[src/hdl/rmrc_pkg.sv]
package rmrc_pkg;

	// configuration register indexes
	localparam logic [1:0] REG_FRAME_WIDTH  = 2'd0;
	localparam logic [1:0] REG_FRAME_HEIGHT = 2'd1;
	localparam logic [1:0] REG_RED_MARGIN   = 2'd2;

	localparam logic [7:0] WIDTH_RESET  = 8'd160;
	localparam logic [7:0] HEIGHT_RESET = 8'd120;
	localparam logic [5:0] MARGIN_RESET = 6'd3;

	localparam logic [7:0] MASK_RED   = 8'h00;
	localparam logic [7:0] MASK_OTHER = 8'hff;

	localparam logic [7:0] MIN_HEIGHT = 8'd5;
	localparam logic [6:0] COUNT_MAX  = 7'd127;
	// a closed run counts when its length is over this
	localparam logic [8:0] RUN_MIN    = 9'd2;

	typedef logic [7:0] coord_t;

endpackage

[src/hdl/rmrc_pixel_class.sv]
module rmrc_pixel_class (
	input  logic [15:0] pixel_word,
	input  logic [5:0]  red_margin,
	output logic        is_red
);
	import rmrc_pkg::*;

	logic [4:0] red_f;
	logic [5:0] green_f;
	logic [4:0] blue_f;
	logic [6:0] green_lim;
	logic [6:0] blue_lim;

	// bytes are swapped before the RGB565 split
	assign red_f   = pixel_word[7:3];
	assign green_f = {pixel_word[2:0], pixel_word[15:13]};
	assign blue_f  = pixel_word[12:8];

	assign green_lim = {1'b0, green_f} + {1'b0, red_margin};
	assign blue_lim  = {2'b00, blue_f} + {1'b0, red_margin};

	assign is_red = ({2'b00, red_f} > green_lim) && ({2'b00, red_f} > blue_lim);

endmodule

[src/hdl/red_mask_and_row_run_count.sv]
// channel | direction | handshake            | payload
// --------+-----------+----------------------+------------------------------------------
// in      | input     | in_valid / in_stall  | pixel_word
// out     | output    | out_valid / out_stall| mask_value, frame_end, run_count,
//         |           |                      | result_status
// cfg     | input     | cfg_valid / cfg_ready| cfg_index, cfg_data
//
// One item per clock sustained while out_stall stays low; each item passes the
// input register, then the result register. Classification and the run update
// are one compare-and-add level between the two registers.
// arst_n clears counters, run state, valid flags and loads register defaults.
// The result register frees up whenever out_stall is low, so a new item enters
// while an earlier result still waits; in_stall rises only with both stages full
// and the output stalled. cfg_ready is always high.
module red_mask_and_row_run_count (
	input  logic        clk,
	input  logic        arst_n,
	input  logic        in_valid,
	output logic        in_stall,
	input  logic [15:0] pixel_word,
	output logic        out_valid,
	input  logic        out_stall,
	output logic [7:0]  mask_value,
	output logic        frame_end,
	output logic [6:0]  run_count,
	output logic        result_status,
	input  logic        cfg_valid,
	output logic        cfg_ready,
	input  logic [1:0]  cfg_index,
	input  logic [7:0]  cfg_data
);
	import rmrc_pkg::*;

	// configuration
	coord_t     width_q;
	coord_t     height_q;
	logic [5:0] margin_q;

	// input register
	logic        vld_s1;
	logic [15:0] pix_s1;

	// result register
	logic        vld_s2;
	logic [7:0]  mask_s2;
	logic        fend_s2;
	logic [6:0]  cnt_s2;
	logic        stat_s2;

	// frame and run state
	coord_t     col_q;
	coord_t     row_q;
	logic       prev_red_q;
	logic       run_open_q;
	coord_t     run_start_q;
	logic [6:0] runs_q;

	logic       out_free;
	logic       advance;
	logic       is_red;
	logic       row_end;
	logic       frame_done;
	logic       on_mid;
	coord_t     left_col;
	logic       run_begin;
	logic       run_close;
	logic       run_counts;
	logic [6:0] runs_next;

	assign cfg_ready = 1'b1;

	// result register can take a new item when empty or being drained
	assign out_free = !vld_s2 || !out_stall;
	assign advance  = vld_s1 && out_free;
	assign in_stall = vld_s1 && !out_free;

	rmrc_pixel_class u_class (
		.pixel_word (pix_s1),
		.red_margin (margin_q),
		.is_red     (is_red)
	);

	assign row_end    = (col_q == width_q - 8'd1);
	assign frame_done = row_end && (row_q == height_q - 8'd1);
	assign on_mid     = (row_q == {1'b0, height_q[7:1]}) && (col_q != 8'd0);
	assign left_col   = col_q - 8'd1;

	// a run opens on two reds in a row and closes on two non-reds in a row
	assign run_begin  = on_mid && !run_open_q && prev_red_q && is_red;
	assign run_close  = on_mid && run_open_q && !prev_red_q && !is_red;
	assign run_counts = run_close &&
		({1'b0, left_col} > {1'b0, run_start_q} + RUN_MIN) && (runs_q != COUNT_MAX);
	assign runs_next  = run_counts ? runs_q + 7'd1 : runs_q;

	always_ff @(posedge clk or negedge arst_n) begin
		if (!arst_n) begin
			width_q  <= WIDTH_RESET;
			height_q <= HEIGHT_RESET;
			margin_q <= MARGIN_RESET;
		end else if (cfg_valid && cfg_ready) begin
			case (cfg_index)
				REG_FRAME_WIDTH:  width_q  <= cfg_data;
				REG_FRAME_HEIGHT: height_q <= cfg_data;
				REG_RED_MARGIN:   margin_q <= cfg_data[5:0];
				default: ;
			endcase
		end
	end

	// input register
	always_ff @(posedge clk or negedge arst_n) begin
		if (!arst_n) begin
			vld_s1 <= 1'b0;
		end else if (!in_stall) begin
			vld_s1 <= in_valid;
		end
	end

	always_ff @(posedge clk) begin
		if (in_valid && !in_stall) begin
			pix_s1 <= pixel_word;
		end
	end

	// result register
	always_ff @(posedge clk or negedge arst_n) begin
		if (!arst_n) begin
			vld_s2 <= 1'b0;
		end else if (out_free) begin
			vld_s2 <= vld_s1;
		end
	end

	always_ff @(posedge clk) begin
		if (advance) begin
			mask_s2 <= is_red ? MASK_RED : MASK_OTHER;
			fend_s2 <= frame_done;
			cnt_s2  <= (frame_done && height_q >= MIN_HEIGHT) ? runs_next : 7'd0;
			stat_s2 <= frame_done && (height_q < MIN_HEIGHT);
		end
	end

	// raster position and run tracking
	always_ff @(posedge clk or negedge arst_n) begin
		if (!arst_n) begin
			col_q       <= '0;
			row_q       <= '0;
			prev_red_q  <= 1'b0;
			run_open_q  <= 1'b0;
			run_start_q <= '0;
			runs_q      <= '0;
		end else if (advance) begin
			if (row_end) begin
				col_q      <= '0;
				prev_red_q <= 1'b0;
				run_open_q <= 1'b0;
				if (frame_done) begin
					row_q       <= '0;
					runs_q      <= '0;
					run_start_q <= '0;
				end else begin
					row_q  <= row_q + 8'd1;
					runs_q <= runs_next;
					if (run_begin) begin
						run_start_q <= left_col;
					end
				end
			end else begin
				col_q      <= col_q + 8'd1;
				prev_red_q <= is_red;
				runs_q     <= runs_next;
				if (run_begin) begin
					run_open_q  <= 1'b1;
					run_start_q <= left_col;
				end else if (run_close) begin
					run_open_q <= 1'b0;
				end
			end
		end
	end

	assign out_valid     = vld_s2;
	assign mask_value    = mask_s2;
	assign frame_end     = fend_s2;
	assign run_count     = cnt_s2;
	assign result_status = stat_s2;

endmodule

[config.mk]
export PLATFORM = sky130hd
export DESIGN_NAME = red_mask_and_row_run_count
export DESIGN_NICKNAME = d
export VERILOG_FILES = /design/src/hdl/rmrc_pkg.sv /design/src/hdl/rmrc_pixel_class.sv /design/src/hdl/red_mask_and_row_run_count.sv
export SDC_FILE = /design/constraint.sdc
export NUM_CORES = 1
export LEC_CHECK = 0
export BUFFER_PORTS_ARGS = -buffer_cell sky130_fd_sc_hd__buf_2
export CORE_MARGIN = 4
export CORE_UTILIZATION = 30
export DETAILED_ROUTE_END_ITERATION = 10
export PLACE_DENSITY = 0.55
export RECOVER_POWER = 25
export SYNTH_ARGS = -nofsm -noshare
export SYNTH_HDL_FRONTEND = slang
export SYNTH_SLANG_ARGS = --single-unit
[constraint.sdc]
create_clock -name clk -period 4 [get_ports clk]
set_clock_uncertainty 0.1 [all_clocks]
set_input_delay 0.6 -clock clk [delete_from_list [all_inputs] [get_ports clk]]
set_output_delay 0.6 -clock clk [all_outputs]
set_load 0.01 [all_outputs]
==> impl_metrics.csv, run 1 <==
group,metric,value,unit
layout,diodes,0,
die,die_area,0.01963,sq mm
clocking,clk_path_buf_depth,2,
synthesis,syn_area,0.005236,sq mm
synthesis,synth_cell_types,67,
synthesis,synth_edf_count,26,
timing,finalCritPeriodShare,93.40,%
critical_path,arrival,3.93,ns
timing,fin_crit,3.736,ns
synthesis,synth-main-ff-cell,"dfrtp_1",
synthesis,syn-num-nets,568,
pwr,p_int,1955,uW
drt,drtIter0Drc,180,
drt,wl_per_cell,15.08,um
pwr,max-vdd-ir-drop,247.6,uV
critical_path,setup.worst_path.class,"register to register",
global_route,grt_pass1_vias,3937,
global_route,grt_overflow,0,
drt,drt-vias-per-instance,5.021,
placed_design,gp_congestion,0.8159,
timing,tns,0,ns
timing,max_slew_margin,-42.99,%
synthesis,synth_seq_cells,83,
global_route,antenna_found_initial,0,
pwr,clkPwrFrac,28.1,%
pwr,combPwrFrac,33.4,%
pwr,p_leak,0.002469,uW
clocking,cts.sinks,83,
die,io_pins,51,
timing,setup_violations,0,
layout,drive_above_1_share,20.48,%
drt,drtAntennaViolNets,0,
critical_path,worst_ep_required_time,4.19,ns
critical_path,cp-startpoint,"margin_q[0]",
clocking,ctsResizeCount,0,
clocking,cts_hold_buf,0,
clocking,cts_setup_buffers,0,
critical_path,timing.rr.end,"run_start_q[5]",
critical_path,reg2reg_from,"margin_q[0]",
timing,max_freq,267.7,MHz
layout,nets,608,
hold_path,hold_path_depth,1,
global_route,grt_start_max_net_pins,38,
hold_path,min_to,"pix_s1[2]",
run_status,violations,"capacitance limit, slew limit",
placed_design,io_buffers,49,
pwr,power_density,506.8,mW/mm^2
clocking,cts_tree,"done",
pwr,p_sw,1060,uW
hold_path,min_path_type,"input port to register",
critical_path,reg2reg_depth,13,
critical_path,critPathLaunchType,"register",
layout,fin_util,34.64,%
drt,wl,11570,um
hold_path,min_from,"pixel_word[2]",
timing,maxSlewViolCount,38,
clocking,clk_latency,0.35,ns
drt,vias,3851,
global_route,grt_first_pass_wirelength,19640,um
drt,drc,0,
timing,final_hold_viol_count,0,
timing,rsz0062_at_grt,"no",
placed_design,hpwl,8822,um
synthesis,syn_area_per_cell,10.54,sq um
die,std_cell_rows,48,
layout,syn2layout_area_growth,13.62,%
critical_path,cp-end-kind,"register",
global_route,grt_use_total,12.41,%
clocking,root_buffer,"clkbuf_16",
die,die_h,140.1,um
die,initial_utilization,30.49,%
job,max_cap_violations,1,
run_status,status,"complete, but fails checks",
die,coreArea,0.01718,sq mm
synthesis,ys_async_sr_fraction,68.67,%
die,die_w,140.1,um
synthesis,synthCells,497,
critical_path,critPathMaxFanout,8,
timing,worstMarginPinSlew,2.145,ns
clocking,clkTransAtPathRegs,0.07,ns
synthesis,ys_seq_area_share,42.34,%
pwr,p_sw_share,35.15,%
clocking,numCtsBuffers,9,
clocking,htreeDepth,3,
pwr,seqPwrFrac,38.5,%
synthesis,yosysWarnings,0,
critical_path,rrSetupSlack,0.26,ns
drt,firstDrtPassIters,5,
[flip-flops by register name, indices dropped and copies added, names as in the netlist]
| name | cells |
|---|---|
| vld_s1 | 1 |
| result_status | 1 |
| height_q | 8 |
| row_q | 8 |
| margin_q | 6 |
| run_open_q | 1 |
| mask_value | 1 |
| out_valid | 1 |
| col_q | 8 |
| run_count | 7 |
| prev_red_q | 1 |
| frame_end | 1 |
| pix_s1 | 16 |
| run_start_q | 8 |
| runs_q | 7 |
| width_q | 8 |
[cells in the mapped netlist, drive strengths merged (4+ instances only)]
master,count,area [sq um]
nand3b,4,30.03
or3,4,25.02
dfstp,8,210.2
inv,21,78.82
or4,6,48.80
o211ai,5,37.54
edfxtp,26,780.8
nor4,6,43.79
a21oi,21,112.6
xnor2,25,219.0
nand4,10,62.56
and3,14,87.58
nor2,27,101.4
nor2b,11,68.82
nand3,10,50.05
nand2b,4,25.02
o31ai,7,52.55
o21a,4,30.03
mux2,23,259.0
dfrtp,49,1226
a31oi,4,25.02
and2,6,37.54
ha,38,475.5
nand2,25,93.84
o21ai,23,126.4
clkbuf,10,38.78
a22o,16,140.1
xor2,24,210.2
buf,14,105.1
nor3,11,71.32
[cell type report]
| class | count | area, sq um |
|---|---|---|
| Clock buffer | 9 | 225.2 |
| Clock inverter | 7 | 76.32 |
| Fill cell | 1759 | 11230 |
| Inverter | 22 | 82.58 |
| Multi-Input combinational cell | 368 | 2793 |
| Sequential cell | 83 | 2217 |
| Tap cell | 225 | 281.5 |
| Timing Repair Buffer | 53 | 274.0 |
[metrics by stage]
step                      setup WS, ns  std cells  cell area, sq um  power [uW]  hold WS [ns]
after global routing           0.03203        767              5949        3234        0.3100
final                           0.2638        767              5949        3015        0.3252
after detailed placement        0.2525        751              5649        2177        0.3906
after CTS                       0.2476        767              5951        3046        0.2849
after floorplan                 0.5791        497              5236        1923        0.2044
after global placement          0.3202        751              5649        2140        0.3747
[logic make-up (layout without fill, tap and decap cells)]
group	Yosys count	count (layout)	share of synthesized area, %
other cells	1	1	0.07162
fa+ha+maj	40	40	9.845
xor+xnor	49	49	8.196
compound gates	101	101	13.24
flops	83	83	42.34
simple gates	152	152	16.65
buf+inv	46	91	4.324
mux	25	25	5.329
[cell usage in the layout, fill, tap and decap left out, drive strengths merged, types with 5 or more instances in the layout]
master	count
o211ai	5
or4	6
dfrtp	49
edfxtp	26
inv	22
o31ai	7
nor2	27
and2	6
dfstp	8
xor2	24
xnor2	25
clkbuf	10
and3	14
nand2	25
a21oi	21
nor2b	11
a22o	16
o21ai	23
buf	52
nor4	6
nand3	10
nor3	11
mux2	23
nand4	10
ha	38
[worst max-delay path, stage by stage (launching register included)]
cell	delay (ns)
dfstp_2	0.38
ha_1	0.22
fa_1	0.42
a21o_1	0.18
a21oi_1	0.16
xor2_1	0.17
ha_1	0.26
and3_1	0.18
nand3_1	0.07
nand3_1	0.08
a2111o_1	0.57
nor4_2	0.37
and2_1	0.34
a22o_1	0.18
[how the worst max path moves through the flow]
stage | to
after floorplan | run_start_q[4]
after global placement | run_start_q[4]
after detailed placement | run_start_q[5]
after CTS | run_start_q[5]
after global routing | run_start_q[7]
final | run_start_q[5]
[power groups by stage]
| stage | combinational (uW) | clock, uW | sequential (uW) |
|---|---|---|---|
| after global routing | 1150 | 907 | 1180 |
| after floorplan | 834 | 0 | 1090 |
| after CTS | 1010 | 876 | 1160 |
| final | 1010 | 848 | 1160 |
| after detailed placement | 1000 | 0 | 1170 |
| after global placement | 970 | 0 | 1170 |
[per-layer routing]
metal / vias to the layer above / global-route usage [%] / wire length [um]
met3: 9 / 3.141 / 569
met1: 1858 / 16.68 / 5489
met4: 0 / 3.978 / 132
met5: - / 0 / 0
met2: 89 / 19.68 / 5375
li1: 1895 / - / -
(Power assumes the default switching activity.)
==> inputs of run 2 (changes only) <==
--- a/config.mk
+++ b/config.mk
@@ -8,9 +8,11 @@
 export BUFFER_PORTS_ARGS = -buffer_cell sky130_fd_sc_hd__buf_2
 export CORE_MARGIN = 4
 export CORE_UTILIZATION = 30
+export CTS_BUF_LIST = sky130_fd_sc_hd__clkbuf_8
 export DETAILED_ROUTE_END_ITERATION = 10
 export PLACE_DENSITY = 0.55
 export RECOVER_POWER = 25
+export REMOVE_ABC_BUFFERS = 1
 export SYNTH_ARGS = -nofsm -noshare
 export SYNTH_HDL_FRONTEND = slang
 export SYNTH_SLANG_ARGS = --single-unit
==> constraint.sdc (replaced) <==
create_clock -name clk -period 4.4 [get_ports clk]
set_clock_uncertainty 0.1 [all_clocks]
set_input_delay 0.66 -clock clk [delete_from_list [all_inputs] [get_ports clk]]
set_output_delay 0.66 -clock clk [all_outputs]
set_load 0.01 [all_outputs]
==> impl_metrics.csv, run 2 (same netlist as run 1, synthesis figures left out) <==
group,metric,value,unit
run_status,status,"complete, but fails checks",
run_status,violations,"capacitance limit, slew limit",
global_route,grt_pass1_vias,3797,
clocking,root_buffer,"clkbuf_8",
global_route,antenna_found_initial,0,
timing,tns,0,ns
placed_design,io_buffers,49,
pwr,max-vdd-ir-drop,249.3,uV
critical_path,reg2reg_from,"margin_q[0]",
die,die_area,0.01963,sq mm
clocking,clk_path_buf_depth,2,
critical_path,critPathLaunchType,"register",
timing,max_slew_margin,-52.09,%
die,std_cell_rows,48,
clocking,cts_tree,"done",
placed_design,gp_congestion,0.8369,
drt,wl_per_cell,14.97,um
global_route,grt_start_max_net_pins,43,
clocking,ctsResizeCount,0,
drt,drc,0,
pwr,power_density,420.8,mW/mm^2
drt,drtAntennaViolNets,0,
drt,wl_met1,5369,um
timing,rsz0062_at_grt,"no",
layout,fin_util,33.70,%
clocking,cts.sinks,83,
layout,syn2layout_area_growth,10.56,%
critical_path,critPathMaxFanout,8,
die,die_h,140.1,um
clocking,cts_hold_buf,0,
die,io_pins,51,
drt,drtIter0Drc,229,
global_route,grt_use_total,12.12,%
timing,max_freq,265.8,MHz
timing,worstMarginPinSlew,2.281,ns
critical_path,cp-startpoint,"margin_q[0]",
clocking,numCtsBuffers,9,
critical_path,setup.worst_path.class,"register to register",
layout,nets,606,
timing,finalCritPeriodShare,85.52,%
drt,drt-vias-per-instance,5.027,
clocking,clkTransAtPathRegs,0.08,ns
job,max_cap_violations,1,
drt,firstDrtPassIters,4,
timing,setup_violations,0,
layout,top_register,"pix_s1",
timing,fin_crit,3.763,ns
placed_design,hpwl,8728,um
layout,final_common_cell,"dfrtp_1",
pwr,p_leak,0.002404,uW
global_route,grt_first_pass_wirelength,19310,um
drt,vias,3846,
drt,wl,11450,um
hold_path,min_path_type,"input port to asynchronous set/reset pin",
die,initial_utilization,30.49,%
critical_path,arrival,3.97,ns
timing,final_hold_viol_count,0,
critical_path,cp-end-kind,"register",
drt,wl_met2,5308,um
layout,largest_register_ffs,16,
timing,maxSlewViolCount,43,
drt,route.met3.wl,612,um
drt,top_layer_used,"met4",
clocking,htreeDepth,3,
clocking,clk_latency,0.37,ns
critical_path,worst_ep_required_time,4.61,ns
die,coreArea,0.01718,sq mm
clocking,cts_setup_buffers,0,
layout,layout_common_cells,"49 x dfrtp_1, 47 x buf_2, 38 x ha_1",
layout,drive_above_1_share,19.63,%
die,die_w,140.1,um
layout,diodes,0,
global_route,grt_overflow,0,
-- run 2: stage by stage --
stage | instances | hold slack, ns | power (uW) | worst slack [ns] | cell area, sq um
2_1_floorplan | 473 | 0.2644 | 1721 | 0.9794 | 5092
3_5_place_dp | 749 | 0.3929 | 1970 | 0.6567 | 5634
5_1_grt | 765 | 0.3271 | 2630 | 0.3811 | 5789
6_report | 765 | 0.2717 | 2436 | 0.6371 | 5789
3_3_place_gp | 749 | 0.3788 | 1943 | 0.7242 | 5634
4_1_cts | 765 | 0.07006 | 2462 | 0.6304 | 5796
-- run 2: cell type report --
cell class                 count  area (sq um)
fill                        1795         11390
inverter                      22         82.58
multi-input combinational    368          2793
sequential                    83          2217
timing repair buffer          51         254.0
clock inverter                 7         37.54
tap                          225         281.5
clock buffer                   9         123.9
-- run 2: report_power, final --
group / internal (uW) / total (uW) / switching [uW]
combinational: 424 / 889 / 464
sequential: 902 / 1070 / 164
clock: 199 / 481 / 282
-- run 2: path summary, 6_finish.rpt --
path | cells past startpoint | endpoint | slack, ns
setup / recovery | 13 | run_start_q[7] | 0.64
hold / removal | 1 | runs_q[2] | 0.27
setup reg to reg | 13 | run_start_q[7] | 0.64
hold reg to reg | 1 | out_valid | 0.41
max in group asynchronous | 2 | height_q[7] | 1.30
min in group clk | 1 | pix_s1[4] | 0.36
-- run 2: critical path, stage by stage, from the launching register on --
cell      delay [ns]
dfstp_2         0.39
ha_1            0.21
fa_1            0.43
a21o_1          0.18
a21oi_1         0.18
xor2_1          0.17
ha_1            0.26
and3_1          0.19
nand3_1         0.08
nand3_1         0.07
a2111o_1        0.55
nor4_2          0.37
and2_1          0.34
a22o_1          0.18
-- run 2: routing by layer --
layer | GRT usage [%] | vias to the layer above
li1 | - | 1897
met1 | 16.03 | 1850
met2 | 19.30 | 86
met3 | 3.073 | 13
met4 | 4.386 | 0
met5 | 0 | -
